$ cat src/rtl/core/cda_pkg.sv
// Package with the sequencer states, month lengths and leap arithmetic constants.
package cda_pkg;

   typedef enum logic [2:0] {
      ST_IDLE,
      ST_SCALE,
      ST_SPLIT,
      ST_DOY,
      ST_WALK
   } state_type;

   localparam int DAY_WIDTH   = 5;
   localparam int MONTH_WIDTH = 4;
   localparam int YEAR_WIDTH  = 14;
   localparam int ADD_WIDTH   = 15;
   localparam int REM_WIDTH   = 16;
   localparam int LEN_WIDTH   = 5;

   localparam logic [MONTH_WIDTH-1:0] JANUARY  = 4'd1;
   localparam logic [MONTH_WIDTH-1:0] FEBRUARY = 4'd2;
   localparam logic [MONTH_WIDTH-1:0] DECEMBER = 4'd12;

   // Year / 100 is taken as (year * RECIP) >> RECIP_SHIFT, exact for all 14-bit years.
   localparam int RECIP_WIDTH = 13;
   localparam logic [RECIP_WIDTH-1:0] RECIP = 13'd5243;
   localparam int RECIP_SHIFT = 19;
   localparam int PROD_WIDTH  = YEAR_WIDTH + RECIP_WIDTH;
   localparam int CENT_WIDTH  = 8;
   localparam int LO_WIDTH    = 7;
   localparam logic [LO_WIDTH-1:0] CENTURY     = 7'd100;
   localparam logic [LO_WIDTH-1:0] LAST_IN_CEN = 7'd99;
   localparam logic [YEAR_WIDTH-1:0] YEAR_MAX  = 14'd16383;

   function automatic logic [LEN_WIDTH-1:0] month_len(input logic [MONTH_WIDTH-1:0] m,
                                                      input logic leap);
      logic [LEN_WIDTH-1:0] len;
      case (m)
         4'd1:    len = 5'd31;
         4'd2:    len = leap ? 5'd29 : 5'd28;
         4'd3:    len = 5'd31;
         4'd4:    len = 5'd30;
         4'd5:    len = 5'd31;
         4'd6:    len = 5'd30;
         4'd7:    len = 5'd31;
         4'd8:    len = 5'd31;
         4'd9:    len = 5'd30;
         4'd10:   len = 5'd31;
         4'd11:   len = 5'd30;
         default: len = 5'd31;
      endcase
      return len;
   endfunction

endpackage

$ cat src/rtl/core/calendar_date_add_days.sv
// Top level of the Gregorian date adder with its add/subtract sequencer.
// The single adder first sums the lengths of the months before the start month, then peels
// month lengths off one per cycle until the remainder fits in the current month.
// Throughput: one transaction at a time; busy stays high until the result strobe.
// Reset is synchronous and returns the sequencer to idle with no result pending.
module calendar_date_add_days (
   input  logic                           clock,
   input  logic                           reset,
   input  logic                           start,
   output logic                           busy,
   input  logic [cda_pkg::DAY_WIDTH-1:0]   req_start_day,
   input  logic [cda_pkg::MONTH_WIDTH-1:0] req_start_month,
   input  logic [cda_pkg::YEAR_WIDTH-1:0]  req_start_year,
   input  logic [cda_pkg::ADD_WIDTH-1:0]   req_days_to_add,
   output logic                           rsp_valid,
   output logic [cda_pkg::DAY_WIDTH-1:0]   rsp_result_day,
   output logic [cda_pkg::MONTH_WIDTH-1:0] rsp_result_month,
   output logic [cda_pkg::YEAR_WIDTH-1:0]  rsp_result_year
);

   cda_pkg::state_type state_ff, state_in;
   logic [cda_pkg::REM_WIDTH-1:0]   rem_ff, rem_in;
   logic [cda_pkg::MONTH_WIDTH-1:0] month_ff, month_in;
   logic [cda_pkg::MONTH_WIDTH-1:0] mcount_ff, mcount_in;
   logic [cda_pkg::YEAR_WIDTH-1:0]  year_ff, year_in;
   logic [cda_pkg::CENT_WIDTH-1:0]  cent_ff, cent_in;
   logic [cda_pkg::LO_WIDTH-1:0]    lo_ff, lo_in;
   logic [1:0]                     hi_ff, hi_in;
   logic                           valid_ff, valid_in;
   logic [cda_pkg::DAY_WIDTH-1:0]   out_day_ff, out_day_in;
   logic [cda_pkg::MONTH_WIDTH-1:0] out_month_ff, out_month_in;
   logic [cda_pkg::YEAR_WIDTH-1:0]  out_year_ff, out_year_in;

   logic                           leap;
   logic [cda_pkg::LEN_WIDTH-1:0]   len;
   logic                           alu_sub;
   logic [cda_pkg::REM_WIDTH-1:0]   alu_out;
   logic [cda_pkg::PROD_WIDTH-1:0]  prod;
   logic [cda_pkg::YEAR_WIDTH:0]    cent_x100;

   assign leap = ((year_ff[1:0] == 2'd0) && (lo_ff != '0)) || ((lo_ff == '0) && (hi_ff == 2'd0));
   assign len  = cda_pkg::month_len(mcount_ff, leap);
   assign alu_out = alu_sub ? (rem_ff - {{(cda_pkg::REM_WIDTH-cda_pkg::LEN_WIDTH){1'b0}}, len})
                            : (rem_ff + {{(cda_pkg::REM_WIDTH-cda_pkg::LEN_WIDTH){1'b0}}, len});
   assign prod = {{cda_pkg::RECIP_WIDTH{1'b0}}, year_ff} *
                 {{cda_pkg::YEAR_WIDTH{1'b0}}, cda_pkg::RECIP};
   assign cent_x100 = (cda_pkg::YEAR_WIDTH+1)'({{(cda_pkg::YEAR_WIDTH+1-cda_pkg::CENT_WIDTH){1'b0}},
                       cent_ff} * {{(cda_pkg::YEAR_WIDTH+1-cda_pkg::LO_WIDTH){1'b0}},
                       cda_pkg::CENTURY});

   always_ff @(posedge clock) begin
      if (reset) begin
         state_ff <= cda_pkg::ST_IDLE;
         valid_ff <= 1'b0;
      end else begin
         state_ff <= state_in;
         valid_ff <= valid_in;
      end
      rem_ff       <= rem_in;
      month_ff     <= month_in;
      mcount_ff    <= mcount_in;
      year_ff      <= year_in;
      cent_ff      <= cent_in;
      lo_ff        <= lo_in;
      hi_ff        <= hi_in;
      out_day_ff   <= out_day_in;
      out_month_ff <= out_month_in;
      out_year_ff  <= out_year_in;
   end

   always_comb begin
      state_in     = state_ff;
      rem_in       = rem_ff;
      month_in     = month_ff;
      mcount_in    = mcount_ff;
      year_in      = year_ff;
      cent_in      = cent_ff;
      lo_in        = lo_ff;
      hi_in        = hi_ff;
      valid_in     = 1'b0;
      out_day_in   = out_day_ff;
      out_month_in = out_month_ff;
      out_year_in  = out_year_ff;
      alu_sub      = 1'b0;
      case (state_ff)
         cda_pkg::ST_IDLE: begin
            if (start) begin
               rem_in = {{(cda_pkg::REM_WIDTH-cda_pkg::DAY_WIDTH){1'b0}}, req_start_day} +
                        {{(cda_pkg::REM_WIDTH-cda_pkg::ADD_WIDTH){1'b0}}, req_days_to_add};
               if (req_start_month == '0) begin
                  month_in = cda_pkg::JANUARY;
               end else if (req_start_month > cda_pkg::DECEMBER) begin
                  month_in = cda_pkg::DECEMBER;
               end else begin
                  month_in = req_start_month;
               end
               mcount_in = cda_pkg::JANUARY;
               year_in   = req_start_year;
               state_in  = cda_pkg::ST_SCALE;
            end
         end
         cda_pkg::ST_SCALE: begin
            cent_in  = prod[cda_pkg::RECIP_SHIFT +: cda_pkg::CENT_WIDTH];
            state_in = cda_pkg::ST_SPLIT;
         end
         cda_pkg::ST_SPLIT: begin
            lo_in    = cda_pkg::LO_WIDTH'({1'b0, year_ff} - cent_x100);
            hi_in    = cent_ff[1:0];
            state_in = cda_pkg::ST_DOY;
         end
         cda_pkg::ST_DOY: begin
            if (mcount_ff < month_ff) begin
               rem_in    = alu_out;
               mcount_in = mcount_ff + 1'b1;
            end else begin
               mcount_in = cda_pkg::JANUARY;
               state_in  = cda_pkg::ST_WALK;
            end
         end
         cda_pkg::ST_WALK: begin
            alu_sub = 1'b1;
            if (rem_ff > {{(cda_pkg::REM_WIDTH-cda_pkg::LEN_WIDTH){1'b0}}, len}) begin
               rem_in = alu_out;
               if (mcount_ff == cda_pkg::DECEMBER) begin
                  mcount_in = cda_pkg::JANUARY;
                  year_in   = year_ff + 1'b1;
                  if (year_ff == cda_pkg::YEAR_MAX) begin
                     lo_in = '0;
                     hi_in = 2'd0;
                  end else if (lo_ff == cda_pkg::LAST_IN_CEN) begin
                     lo_in = '0;
                     hi_in = hi_ff + 1'b1;
                  end else begin
                     lo_in = lo_ff + 1'b1;
                  end
               end else begin
                  mcount_in = mcount_ff + 1'b1;
               end
            end else begin
               out_day_in   = rem_ff[cda_pkg::DAY_WIDTH-1:0];
               out_month_in = mcount_ff;
               out_year_in  = year_ff;
               valid_in     = 1'b1;
               state_in     = cda_pkg::ST_IDLE;
            end
         end
         default: begin
            state_in = cda_pkg::ST_IDLE;
         end
      endcase
   end

   assign busy             = (state_ff != cda_pkg::ST_IDLE);
   assign rsp_valid        = valid_ff;
   assign rsp_result_day   = out_day_ff;
   assign rsp_result_month = out_month_ff;
   assign rsp_result_year  = out_year_ff;

   a_accept_busy: assert property (@(posedge clock) disable iff (reset)
      (start && !busy) |=> busy)
      else $error("Accepted transaction did not make the block busy.");

   a_strobe_single: assert property (@(posedge clock) disable iff (reset)
      rsp_valid |-> !busy)
      else $error("Result strobe while a transaction is still in progress.");

   a_strobe_from_walk: assert property (@(posedge clock) disable iff (reset)
      rsp_valid |-> $past(state_ff == cda_pkg::ST_WALK))
      else $error("Result strobe not preceded by the month walk.");

   a_month_range: assert property (@(posedge clock) disable iff (reset)
      (state_ff == cda_pkg::ST_WALK) |-> (mcount_ff >= cda_pkg::JANUARY &&
                                          mcount_ff <= cda_pkg::DECEMBER))
      else $error("Month counter left the calendar range during the walk.");

   a_lo_range: assert property (@(posedge clock) disable iff (reset)
      (state_ff == cda_pkg::ST_WALK) |-> (lo_ff <= cda_pkg::LAST_IN_CEN))
      else $error("Year within century out of range.");

endmodule
$ cat config.mk
export PLATFORM = sky130hd
export DESIGN_NAME = calendar_date_add_days
export DESIGN_NICKNAME = d
export VERILOG_FILES = /design/src/rtl/core/cda_pkg.sv /design/src/rtl/core/calendar_date_add_days.sv
export SDC_FILE = /design/constraint.sdc
export NUM_CORES = 1
export LEC_CHECK = 0
export BUFFER_PORTS_ARGS = -buffer_cell sky130_fd_sc_hd__buf_2
export CORE_MARGIN = 5
export CORE_UTILIZATION = 32
export CTS_CLUSTER_DIAMETER = 150
export DETAILED_ROUTE_END_ITERATION = 6
export PLACE_DENSITY = 0.56
export RECOVER_POWER = 25
export SETUP_SLACK_MARGIN = 0.15
export SLEW_MARGIN = 15
export SYNTH_ARGS = -nofsm -noshare
export SYNTH_HDL_FRONTEND = slang
export SYNTH_SLANG_ARGS = --single-unit
$ cat constraint.sdc
create_clock -name clock -period 13.32 [get_ports clock]
set_input_delay 2.664 -clock clock [delete_from_list [all_inputs] [get_ports clock]]
set_output_delay 2.664 -clock clock [all_outputs]
set_load 0.005 [all_outputs]
==> impl_metrics.json, run 1 <==
{
  "avgSynthCellArea_um2": 10.1,
  "num_rows": 57,
  "fillerInstances": 2460,
  "drive_above_1_share": 0.106,
  "start_util": 0.327,
  "die_width_um": 168,
  "syn_inst": 794,
  "fin_cells": 1186,
  "ys_ff_latch": 79,
  "syn_area_um2": 7990,
  "h-tree-depth": 3,
  "grt_max_degree": 54,
  "track_usage": 0.135,
  "core_area_um2": 24500,
  "syn2layout_area_growth_pct": 12.6,
  "worstPathRequired_ps": 13420,
  "ir_drop_uv": 145,
  "setup.worst_path.start_class": "register",
  "clock_path_buffers": 2,
  "yosys_warnings": 0,
  "finalSetupViolCount": 0,
  "drt-initial-drc-count": 321,
  "cap_violations": 0,
  "routedWlPerCell_um": 15.5,
  "num_io_pins": 66,
  "via_count": 5586,
  "synth_cell_types": 55,
  "numPortBuffers": 65,
  "dieArea_um2": 28200,
  "finalSetupTns_ps": 0,
  "insertion_delay_ps": 360,
  "gr-total-overflow": 0,
  "drc_errors": 0,
  "period_needed_ps": 5000,
  "rsz0062_at_grt": "no",
  "seq_area_frac_synth": 0.292,
  "cts_root_buf": "clkbuf_16",
  "status": "complete, no violations",
  "synth_edf_count": 75,
  "ant_nets": 0,
  "die_y_um": 168,
  "cellPowerDensity_nw_per_um2": 201,
  "cts_hold_buf": 0,
  "crit_start": "year_ff[6]$_DFFE_PP_",
  "synth_ff_type": "edfxtp_1",
  "rr_worst_depth": 16,
  "dpl.hpwl_um": 14600,
  "synthArstFlopShare": 0,
  "power_leakage_nw": 4.11,
  "synth_nets": 1022,
  "grt_pass1_vias": 5726,
  "place_inst": 1170,
  "maxSlewHeadroom": 0.113,
  "reg2reg_to": "cent_ff[3]$_DFFE_PP_",
  "ys_top_cells_by_area": "edfxtp_1 (28%), ha_1 (19%), fa_1 (17%)",
  "hold_class": "reg2reg",
  "numCtsBuffers": 9,
  "final_net_count": 1085,
  "viasPerCell": 4.71,
  "worstPathMaxFanout": 9,
  "post-cts-setup-buffers": 0,
  "clk_pin_slew_worst_paths_ps": 60,
  "finalHoldViolCount": 0,
  "skew_ps": 12.8,
  "antenna_found_initial": 0,
  "cts_tree": "done",
  "final_max_slew_viol_count": 0,
  "worstMarginPinSlew_ps": 1330,
  "critPathCaptureType": "register",
  "worst-setup-path-type": "reg2reg",
  "final.period_utilization": 0.376,
  "clkSinkCount": 79,
  "fmax_ghz": 0.200,
  "synth_top_cell_area_share": 0.282,
  "grt_pass1_wl_um": 30700,
  "totalWireLength_um": 18400,
  "cts_resized": 0,
  "r2r_slack_ps": 8320,
  "critPathCapture": "cent_ff[3]$_DFFE_PP_",
  "worstPathArrival_ps": 5110,
  "r2r_start": "year_ff[6]$_DFFE_PP_",
  "n_antenna_cell": 0,
  "synth.largest_area_cell": "edfxtp_1",
  "gp_congestion": 0.842,
  "first_pass_iters": 4
}
-- per-stage QoR --
step	instance area, um^2	setup slack [ps]	hold slack [ps]	util	total power [W]
after floorplan	7990	8780	424	-	0.00128
after global placement	8700	8340	495	0.356	0.00154
after detailed placement	8700	8310	510	0.356	0.00155
after CTS	9000	8320	528	0.368	0.00183
after global routing	8990	8000	528	0.368	0.00206
final	8990	8320	517	0.368	0.00181
-- synthesized netlist by cell type, types with 4 or more instances --
cell type	n
inv_1	149
ha_1	121
edfxtp_1	75
fa_1	66
nand2_1	57
xnor2_1	37
nor2_1	33
a21oi_1	29
o21ai_1	27
nand3_1	23
xor2_1	22
clkbuf_1	15
nor3_1	12
o21ai_0	12
and3_1	10
a21o_1	8
mux2i_1	7
nand4_1	7
a31oi_1	5
o31ai_1	5
a211oi_1	4
dfxtp_1	4
nand2b_1	4
nor2b_1	4
nor4_1	4
o2111ai_1	4
or3_1	4
-- sequential cells by signal (all words and copies together) (netlist names) --
register,cells
cent_ff,5
state_ff,3
rsp_valid,1
lo_ff,7
mcount_ff,4
rsp_result_year,14
rem_ff,16
month_ff,4
hi_ff,2
year_ff,14
rsp_result_day,5
rsp_result_month,4
-- report_power, final --
group / total [W] / internal [W] / leakage [nW] / switching, W
clock: 0.000261 / 0.000156 / 0.147 / 0.000105
sequential: 0.000371 / 0.000328 / 0.729 / 0.0000428
combinational: 0.00117 / 0.000503 / 3.24 / 0.000671
total: 0.00181 / 0.000987 / 4.11 / 0.000819
-- routing by layer --
| metal | up-vias | global-route usage | share of wire |
|---|---|---|---|
| met4 | 0 | 0.0303 | 0.012 |
| met2 | 77 | 0.205 | 0.43 |
| li1 | 2800 | - | - |
| met3 | 17 | 0.0220 | 0.030 |
| met5 | - | 0 | 0 |
| met1 | 2692 | 0.204 | 0.53 |
-- critical path, stage by stage (launching register included) --
cell and delay [ps]:
edfxtp_1 690, inv_1 230, fa_1 550, inv_1 40, ha_1 210, fa_1 500, fa_1 490, inv_1 60
fa_1 530, inv_1 40, ha_1 330, a21o_1 200, o21bai_1 160, a211oi_1 250, a211oi_1 140, a211oi_1 240
nor2_1 60
-- cell families (layout without fill, tap and decap cells) --
kind of cell | Yosys count | in the layout | synth area share
buffers and inverters | 169 | 237 | 0.0799
XOR/XNOR | 59 | 59 | 0.0647
flip-flops | 79 | 79 | 0.292
adder cells (fa/ha/maj) | 187 | 187 | 0.355
multiplexers | 7 | 7 | 0.00877
AND/OR/NAND/NOR | 171 | 171 | 0.103
AO/OA/AOI/OAI | 122 | 122 | 0.0963
-- worst min path at each step --
stage                        startpoint                           to  slack, ps  depth (start not counted)
detailed placement  rem_ff[0]$_DFFE_PP_  rsp_result_day[0]$_DFFE_PP_        510                          0
global route        rem_ff[0]$_DFFE_PP_  rsp_result_day[0]$_DFFE_PP_        530                          0
global placement    rem_ff[0]$_DFFE_PP_  rsp_result_day[0]$_DFFE_PP_        500                          0
finish              rem_ff[0]$_DFFE_PP_  rsp_result_day[0]$_DFFE_PP_        520                          0
CTS                 rem_ff[0]$_DFFE_PP_  rsp_result_day[0]$_DFFE_PP_        530                          0
floorplan           rem_ff[2]$_DFFE_PP_  rsp_result_day[2]$_DFFE_PP_        420                          0
-- cells in the final DEF (no fill, tap or decap), types with 5 or more instances in the layout --
| cell type | n |
|---|---|
| mux2i_1 | 7 |
| inv_1 | 149 |
| a21oi_1 | 29 |
| xor2_1 | 22 |
| nor2_1 | 32 |
| nand2_1 | 57 |
| buf_4 | 7 |
| nor3_1 | 12 |
| edfxtp_1 | 75 |
| ha_1 | 121 |
| and3_1 | 10 |
| fa_1 | 66 |
| o21ai_1 | 26 |
| clkbuf_1 | 6 |
| nand3_1 | 23 |
| clkbuf_16 | 9 |
| a31oi_1 | 5 |
| nand4_1 | 7 |
| buf_2 | 62 |
| xnor2_1 | 37 |
| a21o_1 | 8 |
| o31ai_1 | 5 |
| o21ai_0 | 13 |
-- final cells by class --
class,instances,area (um^2),area share
multi-input combinational,546,5020,0.558
tap,324,405,0.0451
sequential,79,2330,0.259
clock buffer,14,264,0.0294
clock inverter,2,38.8,0.00431
timing repair buffer,72,374,0.0416
inverter,149,559,0.0622
Note: power is estimated with default switching activity, not from simulation.
==> run 2: changes to the inputs <==
- PLACE_DENSITY: 0.56 -> 0.58
- clock period: 13.32 -> 4.3 ns (I/O delays scaled with it)
==> run 2 against run 1 <==
Register-to-register slack got worse by 8400 ps. Core utilization increased by 4.2 points. The run now ends with setup timing left. Count of clock-buffer cells in the layout decreased by 2. Die area unchanged. Largest cell class unchanged. Wire length increased by 5.3%. Clock skew increased by 2.3 ps. Power increased to 4.1 times the previous value.
==> impl_metrics.json, run 2 (synthesis results as in run 1) <==
{
  "largest_reg_flops": 16,
  "ir_drop_uv": 503,
  "cts_tree": "done",
  "syn2layout_area_growth_pct": 25.3,
  "antenna_found_initial": 0,
  "final.period_utilization": 1.02,
  "final_max_slew_viol_count": 0,
  "failed_checks": "setup timing",
  "layout_commonest_cell": "inv_1",
  "regMostFlops": "rem_ff",
  "die_width_um": 168,
  "layout_common_cells": "inv_1 (136), ha_1 (103), edfxtp_1 (75), buf_4 (74), fa_1 (65)",
  "period_needed_ps": 4370,
  "die_y_um": 168,
  "rsz0062_at_grt": "yes",
  "clkSinkCount": 79,
  "drive_above_1_share": 0.244,
  "worstPathArrival_ps": 4470,
  "insertion_delay_ps": 360,
  "finalPower_w": 0.00740,
  "grt_pass1_vias": 6055,
  "num_io_pins": 66,
  "setup_slack_ps": -69.4,
  "worstPathMaxFanout": 3,
  "ant_nets": 0,
  "clk_pin_slew_worst_paths_ps": 70,
  "worstPathRequired_ps": 4400,
  "worst-setup-path-type": "reg2reg",
  "gp_congestion": 0.848,
  "fmax_ghz": 0.229,
  "num_rows": 57,
  "dpl.hpwl_um": 15400,
  "hold_class": "reg2reg",
  "cts_hold_buf": 0,
  "gr-total-overflow": 0,
  "grt_pass1_wl_um": 31900,
  "clock_path_buffers": 2,
  "critPathCaptureType": "register",
  "start_util": 0.327,
  "skew_ps": 15.1,
  "cts_root_buf": "clkbuf_16",
  "finalHoldViolCount": 0,
  "core_area_um2": 24500,
  "holdWs_ps": 520,
  "power_leakage_nw": 4.55,
  "n_antenna_cell": 0,
  "final_net_count": 1164,
  "dieArea_um2": 28200,
  "numCtsBuffers": 9,
  "drc_errors": 0,
  "finalSetupViolCount": 5,
  "h-tree-depth": 3,
  "maxSlewHeadroom": 0.516,
  "cellPowerDensity_nw_per_um2": 739,
  "grt_max_degree": 31,
  "setup.worst_path.start_class": "register",
  "track_usage": 0.140,
  "cap_violations": 0,
  "first_pass_iters": 5,
  "drt-initial-drc-count": 347,
  "viasPerCell": 4.68,
  "status": "finished with violations",
  "via_count": 5917,
  "worstMarginPinSlew_ps": 720,
  "routedWlPerCell_um": 15.3,
  "totalWireLength_um": 19400,
  "numPortBuffers": 65
}
==> run 2: cell count changes in the layout (fill, tap and decap cells not counted), sizes merged <==
cell | previous run | this run
clkinv | 1 | 3
clkbuf | 17 | 13
buf | 69 | 150
==> run 2: area by class of cell <==
class / count / area, um^2
clock buffer: 12 / 267
clock inverter: 4 / 52.6
fill: 2392 / 14500
inverter: 149 / 564
multi-input combinational: 546 / 5370
sequential: 79 / 2330
tap: 324 / 405
timing repair buffer: 151 / 1020
==> run 2: worst max-delay path, stage by stage, from the launching register on <==
cell	delay (ps)
edfxtp_1	440
buf_6	160
buf_6	110
ha_4	270
fa_1	430
fa_1	460
fa_1	490
inv_1	50
fa_1	480
inv_2	50
ha_4	240
a21o_1	180
o21bai_4	170
a211oi_2	200
a211oi_2	120
a211oi_2	190
nor2_1	60
==> run 2: power by group <==
| part | internal (W) | leakage, nW | switching (W) |
|---|---|---|---|
| combinational | 0.00268 | 3.66 | 0.00277 |
| sequential | 0.00102 | 0.729 | 0.0000968 |
| clock | 0.000499 | 0.159 | 0.000338 |
| total | 0.00420 | 4.55 | 0.00320 |
==> run 2: repair_timing <==
| action | in CTS | in global routing |
|---|---|---|
| endpoints found under the setup margin | 5 | 48 |
| buffers inserted | 13 | 8 |
| pin swaps | 6 | 11 |
| gates resized for setup | 21 | 24 |
==> run 2: worst paths after layout <==
kind | slack [ps] | endpoint | from | depth (start not counted)
setup reg to reg | -70 | cent_ff[3]$_DFFE_PP_ | year_ff[9]$_DFFE_PP_ | 16
hold reg to reg | 520 | rsp_result_day[0]$_DFFE_PP_ | rem_ff[0]$_DFFE_PP_ | 0
hold / removal | 520 | rsp_result_day[0]$_DFFE_PP_ | rem_ff[0]$_DFFE_PP_ | 0
setup / recovery | -70 | cent_ff[3]$_DFFE_PP_ | year_ff[9]$_DFFE_PP_ | 16
==> run 2: per-stage QoR <==
stage	cells	TNS [ps]	setup WS, ps	cell area (um^2)	utilization
2_1_floorplan	794	0	13.1	8150	-
3_3_place_gp	1228	-206	-97.1	9310	0.381
3_5_place_dp	1228	-517	-155	9310	0.381
4_1_cts	1257	-22.0	-14.1	9850	0.402
5_1_grt	1265	-1080	-257	10000	0.409
6_report	1265	-281	-69.4	10000	0.409
==> run 2: layer usage <==
| metal | vias to the layer above | wire length [um] | GRT usage |
|---|---|---|---|
| li1 | 2968 | - | - |
| met1 | 2833 | 9740 | 0.204 |
| met2 | 101 | 8610 | 0.218 |
| met3 | 15 | 792 | 0.0265 |
| met4 | 0 | 219 | 0.0279 |
| met5 | - | 0 | 0 |
==> run 3: changes to the inputs <==
- CORE_UTILIZATION: 32 -> 40
- PLACE_DENSITY: 0.58 -> 0.67
==> run 3 against run 2 <==
The flow still finishes with violations (setup timing). Critical path depth unchanged. Non-clock buffer count down 4. First-iteration DRC count down 22%. Core utilization up 9.8 points. Combinational power up 2%. Count of clock-buffer cells in the layout down 1. Largest cell class unchanged. Setup slack better by 19 ps. Sequential power about the same. Global-route usage up 2.8 points. Die area down 19%. Hold slack worse by 17 ps. Wire length down 4.4%.
==> impl_metrics.json, run 3 (synthesis results as in run 1) <==
{
  "status": "finished with violations",
  "failed_checks": "setup timing",
  "die_width_um": 151,
  "p_int_w": 0.00426,
  "seq_power_share": 0.148,
  "worstPathMaxFanout": 6,
  "hold_class": "reg2reg",
  "viasPerCell": 4.93,
  "regArea_um2": 2330,
  "clkSinkCount": 79,
  "antenna_found_initial": 0,
  "totalWireLength_um": 18500,
  "core_area_um2": 19600,
  "gp_congestion": 0.866,
  "grt_util_met3": 0.0206,
  "path_buf_inv": 5,
  "worst-setup-path-type": "reg2reg",
  "fmax_ghz": 0.230,
  "switching_share": 0.436,
  "insertion_delay_ps": 340,
  "largest_reg_flops": 16,
  "clock_path_buffers": 2,
  "critPathCaptureType": "register",
  "skew_ps": 11.9,
  "rsz0062_at_grt": "yes",
  "drt-initial-drc-count": 271,
  "combPwrFrac": 0.740,
  "cts_root_buf": "clkbuf_16",
  "p_sw_w": 0.00329,
  "n_antenna_cell": 0,
  "h-tree-depth": 3,
  "track_usage": 0.168,
  "cts_tree": "done",
  "cap_violations": 0,
  "numCtsBuffers": 9,
  "dpl.hpwl_um": 14600,
  "via_count": 5925,
  "crit_family": "adder cells",
  "ant_nets": 0,
  "drive_above_1_share": 0.245,
  "num_rows": 51,
  "layout_commonest_cell": "inv_1",
  "cp.depth": 16,
  "setup_slack_ps": -50.7,
  "dpl_cell_area_um2": 9230,
  "worstPathArrival_ps": 4430,
  "layout_common_cells": "inv_1 (137), ha_1 (99), edfxtp_1 (75), buf_4 (72)",
  "ir_drop_uv": 617,
  "die_y_um": 151,
  "finalSetupViolCount": 5,
  "worstMarginPinSlew_ps": 1160,
  "power_leakage_nw": 4.52,
  "grt.busiest_layer": "met2",
  "num_io_pins": 66,
  "syn2layout_area_growth_pct": 24.4,
  "cellPowerDensity_nw_per_um2": 759,
  "final.period_utilization": 1.01,
  "maxSlewHeadroom": 0.230,
  "final_max_slew_viol_count": 0,
  "grt_pass1_vias": 5956,
  "regMostFlops": "rem_ff",
  "slowest_delay_ps": 550,
  "grtUsageMet2": 0.265,
  "rr_worst_depth": 16,
  "period_needed_ps": 4350,
  "routedWlPerCell_um": 15.4,
  "finalHoldViolCount": 0,
  "multi_input_area_um2": 5420,
  "grt_max_degree": 54,
  "final_area_um2": 9940,
  "fillerInstances": 1782,
  "clk_pin_slew_worst_paths_ps": 60,
  "grt_pass1_wl_um": 30400,
  "dieArea_um2": 22900,
  "cp_common_cell": "fa_1",
  "start_util": 0.408,
  "finalSetupTns_ps": -175,
  "gr-total-overflow": 0,
  "met1_usage": 0.253,
  "hold_path_depth": 0,
  "setup.worst_path.start_class": "register",
  "final_net_count": 1160,
  "numPortBuffers": 65,
  "crit_chain": "buf_6 -> buf_4 -> ha_4 -> fa_1 -> fa_1 -> ha_1 -> inv_1 -> fa_1 -> inv_2 -> ha_4 -> nand4_1 -> o22ai_1 -> buf_4 -> o221ai_2 -> a211oi_2 -> xor2_1",
  "drc_errors": 0,
  "first_pass_iters": 5,
  "crit_path_top_delay_cell": "fa_1",
  "worstPathRequired_ps": 4380,
  "p_clk_frac": 0.113
}
[run 3: cell types whose count changed in the layout (fill, tap and decap cells not counted), sizes merged]
cell,previous run,this run
bufinv,1,2
clkinvlp,0,1
clkinv,3,2
clkbuf,13,14
buf,150,144
[run 3: stage by stage]
step	total power [W]	cells	util	setup WS [ps]	hold slack (ps)
global placement	0.00574	1170	0.471	-103	439
detailed placement	0.00585	1170	0.471	-178	448
floorplan	0.00454	794	-	13.1	424
finish	0.00755	1202	0.507	-50.7	503
CTS	0.00711	1198	0.499	-59.1	489
global route	0.00823	1202	0.507	-228	526
[run 3: cell type report]
class | instances | share of cell area
inverters | 149 | 0.0568
well taps | 265 | 0.0334
clock buffers | 11 | 0.0244
multi-input cells | 546 | 0.545
clock inverters | 5 | 0.00818
repair buffers | 147 | 0.0974
flip-flops and latches | 79 | 0.235
[run 3: path summary, 6_finish.rpt]
| kind | startpoint | endpoint | slack [ps] |
|---|---|---|---|
| min reg2reg | rem_ff[0]$_DFFE_PP_ | rsp_result_day[0]$_DFFE_PP_ | 500 |
| min | rem_ff[0]$_DFFE_PP_ | rsp_result_day[0]$_DFFE_PP_ | 500 |
| max reg2reg | year_ff[6]$_DFFE_PP_ | cent_ff[2]$_DFFE_PP_ | -50 |
| max | year_ff[6]$_DFFE_PP_ | cent_ff[2]$_DFFE_PP_ | -50 |
[run 3: what timing repair did]
item                                    CTS  global route
resized for setup                        23            22
pin swaps                                 5            22
endpoints found under the setup margin    5            46
hold buffers                              0             0
buffers inserted                         12             4
hold endpoints to repair                  0             0
[run 3: layer usage]
metal / wire length, um / share of wire
met5: 0 / 0
met4: 128 / 0.0069
met3: 774 / 0.042
met2: 8320 / 0.45
met1: 9290 / 0.50
[run 3: worst register-to-register path: cells and delay by family, from the launching register on]
| kind | cells | cell delay [ps] |
|---|---|---|
| and+or+nand+nor | 1 | 80 |
| AOI/OAI and AO/OA | 3 | 610 |
| xor gates and xnor gates | 1 | 110 |
| adders and majority gates | 6 | 2300 |
| DFF | 1 | 410 |
| buffers and inverters | 5 | 600 |
[run 3: power groups by stage]
| stage | clock [W] | sequential, W | combinational, W |
|---|---|---|---|
| detailed placement | 0 | 0.00113 | 0.00472 |
| CTS | 0.000864 | 0.00111 | 0.00514 |
| global placement | 0 | 0.00113 | 0.00461 |
| floorplan | 0 | 0.00111 | 0.00342 |
| finish | 0.000850 | 0.00112 | 0.00558 |
| global route | 0.000897 | 0.00113 | 0.00620 |
